[src/sv/tla_pkg.sv]
// Shared constants, types and codes for the text line assembler.
package tla_pkg;

  localparam int MAX_LINE    = 64;
  localparam int STORE_DEPTH = MAX_LINE - 1;
  localparam int CNT_W       = $clog2(MAX_LINE);
  localparam int IDX_W       = (STORE_DEPTH > 1) ? $clog2(STORE_DEPTH) : 1;

  localparam int Q_DEPTH = 4;
  localparam int Q_PTR_W = $clog2(Q_DEPTH);
  localparam int Q_CNT_W = $clog2(Q_DEPTH + 1);

  localparam logic [7:0] CH_LF  = 8'h0A;
  localparam logic [7:0] CH_CR  = 8'h0D;
  localparam logic [7:0] CH_BS  = 8'h08;
  localparam logic [7:0] CH_NUL = 8'h00;

  typedef enum logic [1:0] {
    OP_STORE,
    OP_BS,
    OP_END
  } op_t;

  typedef struct packed {
    op_t        op;
    logic [7:0] data;
  } cmd_t;

  typedef enum logic {
    B_IDLE,
    B_EVAL
  } back_state_t;

endpackage

[src/sv/tla_in_if.sv]
// Input byte channel.
interface tla_in_if;
  logic       valid;
  logic       ready;
  logic [7:0] in_byte;

  modport source (output valid, output in_byte, input ready);
  modport sink   (input valid, input in_byte, output ready);
endinterface

[src/sv/tla_out_if.sv]
// Output character channel.
interface tla_out_if;
  logic       valid;
  logic       ready;
  logic [7:0] out_byte;
  logic       line_end;
  logic       empty_line;

  modport source (output valid, output out_byte, output line_end, output empty_line,
                  input ready);
  modport sink   (input valid, input out_byte, input line_end, input empty_line,
                  output ready);
endinterface

[src/sv/tla_front.sv]
// Front end: accepts input bytes, folds CR-LF pairs and classifies commands.
module tla_front
  import tla_pkg::*;
(
  input  logic   clk,
  input  logic   rst,
  tla_in_if.sink in_ch,
  input  logic   q_full,
  output logic   q_push,
  output cmd_t   q_cmd
);

  logic after_cr;
  logic after_cr_next;
  logic accept;

  assign in_ch.ready = !q_full;
  assign accept      = in_ch.valid && in_ch.ready;

  always_comb begin
    q_cmd.data    = in_ch.in_byte;
    q_cmd.op      = OP_STORE;
    q_push        = accept;
    after_cr_next = after_cr;
    if (accept) begin
      after_cr_next = 1'b0;
      case (in_ch.in_byte)
        CH_LF: begin
          q_cmd.op = OP_END;
          q_push   = !after_cr;
        end
        CH_CR: begin
          q_cmd.op      = OP_END;
          after_cr_next = 1'b1;
        end
        CH_BS:   q_cmd.op = OP_BS;
        default: q_cmd.op = OP_STORE;
      endcase
    end
  end

  always_ff @(posedge clk) begin
    if (rst) begin
      after_cr <= 1'b0;
    end else begin
      after_cr <= after_cr_next;
    end
  end

endmodule

[src/sv/tla_queue.sv]
// Short command queue between front and back.
module tla_queue
  import tla_pkg::*;
(
  input  logic clk,
  input  logic rst,
  input  logic push,
  input  cmd_t push_cmd,
  output logic full,
  input  logic pop,
  output logic valid,
  output cmd_t head
);

  cmd_t               slots [Q_DEPTH];
  logic [Q_PTR_W-1:0] wr_ptr;
  logic [Q_PTR_W-1:0] rd_ptr;
  logic [Q_CNT_W-1:0] count;
  logic               do_push;
  logic               do_pop;

  assign full    = (count == Q_CNT_W'(Q_DEPTH));
  assign valid   = (count != '0);
  assign head    = slots[rd_ptr];
  assign do_push = push && !full;
  assign do_pop  = pop && valid;

  always_ff @(posedge clk) begin
    if (do_push) begin
      slots[wr_ptr] <= push_cmd;
    end
  end

  always_ff @(posedge clk) begin
    if (rst) begin
      wr_ptr <= '0;
      rd_ptr <= '0;
      count  <= '0;
    end else begin
      if (do_push) wr_ptr <= wr_ptr + 1'b1;
      if (do_pop)  rd_ptr <= rd_ptr + 1'b1;
      case ({do_push, do_pop})
        2'b10:   count <= count + 1'b1;
        2'b01:   count <= count - 1'b1;
        default: count <= count;
      endcase
    end
  end

endmodule

[src/sv/tla_back.sv]
// Back end: line store, fill count, and line readout into the output register.
module tla_back
  import tla_pkg::*;
(
  input  logic       clk,
  input  logic       rst,
  input  logic       q_valid,
  input  cmd_t       q_head,
  output logic       q_pop,
  tla_out_if.source  out_ch
);

  logic [7:0]       mem [STORE_DEPTH];
  logic [7:0]       rd_data;
  logic [CNT_W-1:0] fill;
  logic [CNT_W-1:0] k;
  logic [CNT_W-1:0] k_inc;
  logic             pend_valid;
  logic [7:0]       pend_byte;
  back_state_t      state;
  back_state_t      state_next;

  logic             out_valid;
  logic [7:0]       out_byte;
  logic             line_end;
  logic             empty_line;

  logic             can_push;
  logic             term;
  logic             push;
  logic [7:0]       push_byte;
  logic             push_end;
  logic             push_empty;
  logic             rd_en;
  logic [IDX_W-1:0] rd_addr;
  logic             wr_en;
  logic             fill_inc;
  logic             fill_dec;
  logic             fill_clr;
  logic             start;
  logic             advance;

  assign can_push = !out_valid || out_ch.ready;
  assign term     = (k == fill) || (rd_data == CH_NUL);
  assign k_inc    = k + 1'b1;

  always_comb begin
    state_next = state;
    case (state)
      B_IDLE:  if (q_valid && q_head.op == OP_END && fill != '0) state_next = B_EVAL;
      B_EVAL:  if (term && can_push) state_next = B_IDLE;
      default: state_next = B_IDLE;
    endcase
  end

  always_comb begin
    q_pop      = 1'b0;
    push       = 1'b0;
    push_byte  = pend_byte;
    push_end   = 1'b0;
    push_empty = 1'b0;
    rd_en      = 1'b0;
    rd_addr    = '0;
    wr_en      = 1'b0;
    fill_inc   = 1'b0;
    fill_dec   = 1'b0;
    fill_clr   = 1'b0;
    start      = 1'b0;
    advance    = 1'b0;
    case (state)
      B_IDLE: begin
        if (q_valid) begin
          case (q_head.op)
            OP_STORE: begin
              q_pop = 1'b1;
              if (fill < CNT_W'(STORE_DEPTH)) begin
                wr_en    = 1'b1;
                fill_inc = 1'b1;
              end
            end
            OP_BS: begin
              q_pop    = 1'b1;
              fill_dec = (fill != '0);
            end
            OP_END: begin
              if (fill == '0) begin
                if (can_push) begin
                  q_pop      = 1'b1;
                  push       = 1'b1;
                  push_byte  = CH_NUL;
                  push_end   = 1'b1;
                  push_empty = 1'b1;
                end
              end else begin
                q_pop = 1'b1;
                rd_en = 1'b1;
                start = 1'b1;
              end
            end
            default: q_pop = 1'b1;
          endcase
        end
      end
      B_EVAL: begin
        if (term) begin
          if (can_push) begin
            push       = 1'b1;
            push_end   = 1'b1;
            push_empty = !pend_valid;
            push_byte  = pend_valid ? pend_byte : CH_NUL;
            fill_clr   = 1'b1;
          end
        end else if (!pend_valid || can_push) begin
          push    = pend_valid;
          advance = 1'b1;
          rd_en   = (k_inc < fill);
          rd_addr = k_inc[IDX_W-1:0];
        end
      end
      default: ;
    endcase
  end

  always_ff @(posedge clk) begin
    if (wr_en) begin
      mem[fill[IDX_W-1:0]] <= q_head.data;
    end
    if (rd_en) begin
      rd_data <= mem[rd_addr];
    end
  end

  always_ff @(posedge clk) begin
    if (start) begin
      k <= '0;
    end else if (advance) begin
      k <= k_inc;
    end
    if (advance) begin
      pend_byte <= rd_data;
    end
    if (push) begin
      out_byte   <= push_byte;
      line_end   <= push_end;
      empty_line <= push_empty;
    end
  end

  always_ff @(posedge clk) begin
    if (rst) begin
      state      <= B_IDLE;
      fill       <= '0;
      pend_valid <= 1'b0;
      out_valid  <= 1'b0;
    end else begin
      state <= state_next;
      if (fill_clr) begin
        fill <= '0;
      end else if (fill_inc) begin
        fill <= fill + 1'b1;
      end else if (fill_dec) begin
        fill <= fill - 1'b1;
      end
      if (start) begin
        pend_valid <= 1'b0;
      end else if (advance) begin
        pend_valid <= 1'b1;
      end
      if (push) begin
        out_valid <= 1'b1;
      end else if (out_ch.ready) begin
        out_valid <= 1'b0;
      end
    end
  end

  assign out_ch.valid      = out_valid;
  assign out_ch.out_byte   = out_byte;
  assign out_ch.line_end   = line_end;
  assign out_ch.empty_line = empty_line;

endmodule

[src/sv/text_line_assembler.sv]
// Text line assembler: turns a received byte stream into emitted text lines.
//
// in_ch carries one received byte per transaction; out_ch carries one
// character of a completed line per transaction, with line_end on the last
// one and empty_line set (line_end too) for a line with no characters.
// CR, LF and CR-LF each end one line; backspace drops the last stored byte;
// bytes past MAX_LINE-1 are dropped; readout stops at the first zero byte.
// Ordinary bytes and backspace are taken one per cycle while the command
// queue is not full. A line ending is queued when accepted; the back end
// then takes the terminator, starting the first registered store read, and
// reads one stored character per cycle while the output register can take
// it, or emits the empty line directly when nothing is stored. Meanwhile up
// to four further commands are held by the command queue before in_ch
// deasserts ready. The first output of a non-empty line passes a queue
// slot, rd_data, pend_byte and the output register; that of a line with
// nothing stored a queue slot and the output register. Reset clears the
// fill count, the CR flag, the queue and the output valid flag; the line
// store needs no clearing. When the receiver stalls, the output register
// holds and readout pauses, then the queue fills and in_ch stalls in turn.
module text_line_assembler
  import tla_pkg::*;
(
  input  logic      clk,
  input  logic      rst,
  tla_in_if.sink    in_ch,
  tla_out_if.source out_ch
);

  logic q_push;
  cmd_t q_cmd;
  logic q_full;
  logic q_pop;
  logic q_valid;
  cmd_t q_head;

  tla_front u_front (
    .clk    (clk),
    .rst    (rst),
    .in_ch  (in_ch),
    .q_full (q_full),
    .q_push (q_push),
    .q_cmd  (q_cmd)
  );

  tla_queue u_queue (
    .clk      (clk),
    .rst      (rst),
    .push     (q_push),
    .push_cmd (q_cmd),
    .full     (q_full),
    .pop      (q_pop),
    .valid    (q_valid),
    .head     (q_head)
  );

  tla_back u_back (
    .clk     (clk),
    .rst     (rst),
    .q_valid (q_valid),
    .q_head  (q_head),
    .q_pop   (q_pop),
    .out_ch  (out_ch)
  );

endmodule

[src/flat_wrapper.sv]
// flat-port wrapper written by rule: the top's interface ports become plain ports
module text_line_assembler_flat import tla_pkg::*;
  (clk, rst, in_ch_valid, in_ch_in_byte, in_ch_ready, out_ch_valid, out_ch_out_byte, out_ch_line_end, out_ch_empty_line, out_ch_ready);
  tla_in_if in_ch_i ();
  tla_out_if out_ch_i ();
  input  logic clk;
  input  logic rst;
  input wire logic [$bits(in_ch_i.valid)-1:0] in_ch_valid;
  input wire logic [$bits(in_ch_i.in_byte)-1:0] in_ch_in_byte;
  output wire logic [$bits(in_ch_i.ready)-1:0] in_ch_ready;
  output wire logic [$bits(out_ch_i.valid)-1:0] out_ch_valid;
  output wire logic [$bits(out_ch_i.out_byte)-1:0] out_ch_out_byte;
  output wire logic [$bits(out_ch_i.line_end)-1:0] out_ch_line_end;
  output wire logic [$bits(out_ch_i.empty_line)-1:0] out_ch_empty_line;
  input wire logic [$bits(out_ch_i.ready)-1:0] out_ch_ready;
  assign in_ch_i.valid = in_ch_valid;
  assign in_ch_i.in_byte = in_ch_in_byte;
  assign in_ch_ready = in_ch_i.ready;
  assign out_ch_valid = out_ch_i.valid;
  assign out_ch_out_byte = out_ch_i.out_byte;
  assign out_ch_line_end = out_ch_i.line_end;
  assign out_ch_empty_line = out_ch_i.empty_line;
  assign out_ch_i.ready = out_ch_ready;
  text_line_assembler u_core (.clk(clk), .rst(rst), .in_ch(in_ch_i), .out_ch(out_ch_i));
endmodule
[config.mk]
export PLATFORM = sky130hd
export DESIGN_NAME = text_line_assembler_flat
export DESIGN_NICKNAME = d
export VERILOG_FILES = /design/src/sv/tla_pkg.sv /design/src/sv/tla_in_if.sv /design/src/sv/tla_out_if.sv /design/src/sv/tla_front.sv /design/src/sv/tla_queue.sv /design/src/sv/tla_back.sv /design/src/sv/text_line_assembler.sv /design/src/flat_wrapper.sv
export SDC_FILE = /design/constraint.sdc
export NUM_CORES = 1
export LEC_CHECK = 0
export ABC_CLOCK_PERIOD_IN_PS = 6200
export BUFFER_PORTS_ARGS = -buffer_cell sky130_fd_sc_hd__buf_2
export CAP_MARGIN = 40
export CORE_ASPECT_RATIO = 1.75
export CORE_UTILIZATION = 40
export CTS_CLUSTER_DIAMETER = 120
export DETAILED_ROUTE_END_ITERATION = 8
export GPL_TIMING_DRIVEN = 1
export MAX_ROUTING_LAYER = met4
export REMOVE_ABC_BUFFERS = 1
export SLEW_MARGIN = 15
export SYNTH_ARGS = -nofsm -noshare
export SYNTH_HDL_FRONTEND = slang
export SYNTH_SLANG_ARGS = --single-unit
[constraint.sdc]
create_clock -name clk -period 6.2 [get_ports clk]
set_clock_uncertainty 0.15 [all_clocks]
set_input_delay 0.62 -clock clk [delete_from_list [all_inputs] [get_ports clk]]
set_output_delay 0.62 -clock clk [all_outputs]
set_load 0.03 [all_outputs]
== Word level (Yosys, flattened, before mapping) ==
Memories as Yosys holds them, arrays and structs flattened. A register that Yosys moved wholly into a read port is not among the register bits.
Cells that the tools add are included.
W data, S select, Z words.
Storage, ports and cells
  bits in registers: 41
  bits in writable memories: 544
  input port bits: 12
  output and inout port bits: 12
  memories: 2
Memory list
  u_core.u_back.mem: words 63, width 8, rd ports 1, clocked after Yosys merged registers in 1, wr ports 1, RTL line tla_back.sv:13  | logic [7:0] mem [STORE_DEPTH];
  u_core.u_queue.slots: words 4, width 10, rd ports 1, clocked after Yosys merged registers in 1, wr ports 1, RTL line tla_queue.sv:15  | cmd_t slots [Q_DEPTH];
Operators by class
  reductions and logical operators: 24
  equality and inequality tests: 9
  magnitude comparators: 2
  add/subtract/negate cells: 7
  bitwise gates (word level): 1
  mux-type cells: 64
Operators by type and width (number)
  $mux W8: 7
  $mux W1: 41
  $mux W6: 5
  $eq A8 B4 Y1 const B: 3
  $pmux W8 S2: 1
  $add A6 B1 Y6 const B: 2
  $pmux W1 S2: 5
  $logic_not A8 Y1: 1
  $eq A6 B6 Y1: 1
  $logic_and A1 B1 Y1: 6
  $logic_not A6 Y1: 1
  $lt A6 B6 Y1: 1
  $lt A6 B6 Y1 const B: 1
  $mux W2: 3
  $pmux W3 S2: 1
  $reduce_bool A2 Y1: 3
  $reduce_bool A6 Y1: 1
  $reduce_or A2 Y1: 3
  $sub A6 B1 Y6 const B: 1
  $add A2 B1 Y2 const B: 2
  $eq A2 B1 Y1 const B: 2
  $eq A2 B2 Y1 const B: 2
  $logic_not A1 Y1: 4
  $pmux W2 S2: 1
  other kinds (7): 9

== Depth between registers and ports, before layout ==
  depth in word-level cells: 10
  depth in mapped cells: 14

== Hierarchy ==
From an unflattened synthesis, not the netlist that was laid out.
Second synthesis, totals
  cells, all modules: 1612
  area, all modules: 24412.2 um^2
By module, submodules not included
  tla_back: instances 1, cells each 1485, area each 22301.4 um^2
  tla_queue: instances 1, cells each 104, area each 1916.8 um^2
  tla_front: instances 1, cells each 23, area each 193.9 um^2

== Worst setup path before layout ==
No wires, ideal clock.
  path type: reg2reg
  start point: reg with a tool-made name
  end point: reg u_core.u_back.fill[5]
  path slack: 2901 ps
  data required time: 5929 ps
  arrival time: 3027 ps
  period minus slack after synthesis: 3299 ps
  library setup time: 121 ps
  path buffers: 1
  stages on the path, launching flop included: 15
  cell sequence: dfxtp_1 buf_2 mux4_2 nor3_1 nor3b_1 inv_1 ha_1 a21oi_1 nand2_1 a21o_1 a21oi_1 nor2_1 a21oi_1 xnor2_1 nor2_1
RTL lines
  end signal: assignment: RTL line tla_back.sv:160  | fill <= fill + 1'b1;
  end signal: assignment: RTL line tla_back.sv:162  | fill <= fill - 1'b1;
  end: declaration: RTL line tla_back.sv:15  | logic [CNT_W-1:0] fill;

==> metrics.txt <==
crit path max-delay cell type dfxtp_1; critical path launch point type flop; crit-path cells mux4_2 -> nor3_1 -> nor3b_1 -> inv_1 -> nor2_1 -> nand3_1 -> nor2_1 -> buf_4; Clock Latency Late Sink 600 ps; # Post-CTS Setup Buffers 0; H-Tree Depth 2; Max clock buf depth 3; final setup TNS 0 ps; GRT overflow 0; switch share 0.3077; leading area contributor after synthesis edfxtp_1; fill count 5,262; post-DR wirelength/cell 25.94 um; Cell Area, Placed 0.02524 mm^2; Root Driver clkbuf_16; NetSw 3326 uW; Synth Flop Type edfxtp_1; Sequential Power Share 0.478; Final Max Slew Viols 0; clock share of power 0.308; DRT iter0 DRCs 1,202; Critical Path Max Stage Delay 790 ps; R2R setup slack 1870 ps; CTS resizes 0; Rows 118; Worst-Margin Slew 941.1 ps; Post-route DRC 0; Max Clk Rate 231.2 MHz; Gate power share 0.214; vias in the first global route 14,710; internal power 7485 uW; leak pwr 0.008874 uW; port bufs 23; Pwr Density 400.3 mW/mm^2; Seq/Total Area, Yosys 0.7289; Cells after Synth 1,705; WHS 108.7 ps; clock slew at reported path FFs 70 ps; Clock Sinks 595; Hold Path Class primary input to flop; status finished, final reports clean; NumNets Final 1,784; Starting Density 0.4062; EDFF count, synth 570; Seq cells post-synth 595; fin util 0.4539; largest cells by area after synthesis edfxtp_1 (71%), nand2_1 (4.3%), mux2i_1 (2.6%), nor2_1 (2.4%), dfxtp_1 (2.1%); Final HPWL DP 44,720 um; Synth Cell Area 0.02417 mm^2; die span in y 327.2 um; Tot GR Track Use 0.2255; Slew headroom 0.3703; n_diodes 0; Final ANT Viol Nets 0; Via density 5.674; Setup-failing EPs final 0; Post-Layout Inst Area 0.02701 mm^2; top-level I/O count 24; DR pass1 iterations 5; crit path to u_core.u_back.mem[61][2]; pin count of the biggest net entering global routing 81; cts hold-fix bufs 0; Final min period 4326 ps; VDD IR max 0.0004167 V; Final Hold Vio Count 0; Critical Path RT 6350 ps; worst-path fanout max 10; CP most frequent cell nor2_1; Area Overhead vs Synth 11.74%; RSZ-0062 raised after global routing false; Mapped Avg Cell Area 14.18 um^2; CTS tree yes; crit path kind flop to flop; worst r2r path cells 8; CP Capture Type flop; Die Wd 187.8 um; CORE AREA 0.05950 mm^2; Netlist cell types 73; FF-to-FF End u_core.u_back.mem[61][2]; maxcap violations 0; Multi-input gate area 0.006021 mm^2; first-pass GRT wire length 97,910 um; GP Congestion 0.9693; full die area 0.06145 mm^2; CTS buffer count 50; vias post-DR 14,610; antenna violations before repair 0; Synth warnings 0; layout cells sized above 1 0.1193; Yosys top cell area share 0.7081; fin crit share 0.6977; Worst Path Arrival 4480 ps; Sequential Area 0.01762 mm^2; share of synthesized registers carrying an async set or reset 0; Routed WL 66,770 um
-- power by group through the flow --
stage / logic (uW) / clock network [uW] / registers (uW)
after floorplan: 1360 / 0 / 5240
after global placement: 2190 / 0 / 5280
after detailed placement: 2290 / 0 / 5260
after CTS: 2290 / 3370 / 5170
after global routing: 2490 / 3510 / 5180
final: 2310 / 3330 / 5170
-- kinds of logic (layout without fill, tap and decap cells) --
family / count (synthesis) / count (layout) / synth area share
compound gates: 259 / 259 / 0.07377
xor+xnor: 23 / 23 / 0.009422
fa+ha+maj: 19 / 19 / 0.01046
buf+inv: 105 / 194 / 0.02329
flops: 595 / 595 / 0.7289
mux: 84 / 84 / 0.04245
simple gates: 620 / 620 / 0.1118
-- state kept, by name, summed over array words and instances, names as in the netlist, named ones only --
name and count:
u_core.u_back.fill 6, u_core.u_back.k 6, u_core.u_back.mem 504, u_core.u_back.out_ch.empty_line 1, u_core.u_back.out_ch.line_end 1, u_core.u_back.out_ch.out_byte 8, u_core.u_back.out_ch.valid 1, u_core.u_back.pend_byte 8
u_core.u_back.pend_valid 1, u_core.u_back.rd_data 8, u_core.u_back.state 1, u_core.u_front.after_cr 1, u_core.u_queue.count 3, u_core.u_queue.rd_ptr 2, u_core.u_queue.slots 40, u_core.u_queue.wr_ptr 2
-- synth_stat cells (8+ instances only) --
master and number:
nor3_1 11, o221ai_1 11, and2_1 18, nand4_1 18, buf_2 46, a211oi_1 15
o22ai_1 8, o21ai_0 18, edfxtp_1 570, inv_1 22, nand3_1 89, nor4_1 10
buf_6 12, nand2_1 280, ha_1 17, a21oi_1 92, mux2i_1 62, xnor2_1 9
mux4_2 14, dfxtp_1 25, xor2_1 12, a32oi_1 9, a221oi_1 8, nor2_1 154
a22oi_1 14, clkbuf_1 15, mux2_2 8, a31oi_1 24
-- worst min path at each step --
stage	start	end	slack, ps	cells past startpoint
6_report	in_ch_in_byte[3]	u_core.u_queue.slots[2][3]	110	1
3_3_place_gp	u_core.u_queue.count[2]	u_core.u_queue.count[2]	340	2
5_1_grt	in_ch_in_byte[3]	u_core.u_queue.slots[2][3]	120	1
2_1_floorplan	u_core.u_back.rd_data[1]	u_core.u_back.pend_byte[1]	280	0
3_5_place_dp	u_core.u_queue.rd_ptr[1]	u_core.u_queue.rd_ptr[1]	360	2
4_1_cts	in_ch_in_byte[3]	u_core.u_queue.slots[3][3]	80	1
-- layout make-up --
cell class              instances  area share
clock inverters                35     0.01529
repair buffers                 77     0.02168
well taps                     780     0.03613
multi-input cells            1005      0.2229
inverters                      24    0.003428
flip-flops and latches        595      0.6523
clock buffers                  58     0.04823
-- per-layer routing --
layer	share of wire	vias to the layer above	routed length (um)	track usage
met5	0	-	0	-
met2	0.53	556	35620	0.4058
met3	0.052	226	3484	0.02850
li1	-	6522	-	-
met4	0.077	0	5121	0.1460
met1	0.34	7302	22540	0.2290
-- worst max-delay path: cells and delay by family, from the launching register on --
kind | cells | cell delay, ps
flops | 1 | 790
mux | 1 | 630
simple gates | 5 | 1930
buf+inv | 2 | 520
-- cells in the final DEF (no fill, tap or decap), types with 5 or more instances in the layout --
| cell | netlist | routed |
|---|---|---|
| mux4_2 | 14 | 10 |
| nor2_1 | 154 | 154 |
| xor2_1 | 12 | 12 |
| clkbuf_16 | 0 | 51 |
| o2111ai_1 | 7 | 7 |
| a32oi_1 | 9 | 9 |
| a211oi_1 | 15 | 14 |
| inv_6 | 0 | 5 |
| and2_1 | 18 | 18 |
| xnor2_1 | 9 | 9 |
| o221ai_1 | 11 | 11 |
| buf_2 | 46 | 23 |
| edfxtp_1 | 570 | 570 |
| and3_1 | 5 | 5 |
| nand2b_1 | 5 | 5 |
| nor4_1 | 10 | 9 |
| ha_1 | 17 | 17 |
| dfxtp_1 | 25 | 24 |
| o21ai_0 | 18 | 18 |
| clkbuf_1 | 15 | 7 |
| mux2_2 | 8 | 8 |
| a221oi_1 | 8 | 8 |
| o22ai_1 | 8 | 8 |
| a21oi_1 | 92 | 92 |
| nand4_1 | 18 | 18 |
| a22oi_1 | 14 | 14 |
| a31oi_1 | 24 | 24 |
| buf_4 | 5 | 49 |
| bufinv_16 | 0 | 8 |
| nand3_1 | 89 | 89 |
| nor3_1 | 11 | 11 |
| inv_1 | 22 | 22 |
| nand2_1 | 280 | 280 |
| mux2i_1 | 62 | 62 |
| clkinv_2 | 0 | 13 |
-- per-stage QoR --
stage          setup WS, ps  instances  power (uW)
2_1_floorplan        -542.0       1624        6596
3_3_place_gp           1370       2454        7470
3_5_place_dp           1780       2477        7546
4_1_cts                1762       2570       10830
5_1_grt                1535       2574       11170
6_report               1874       2574       10810
Note: power is estimated with default switching activity, not from simulation.
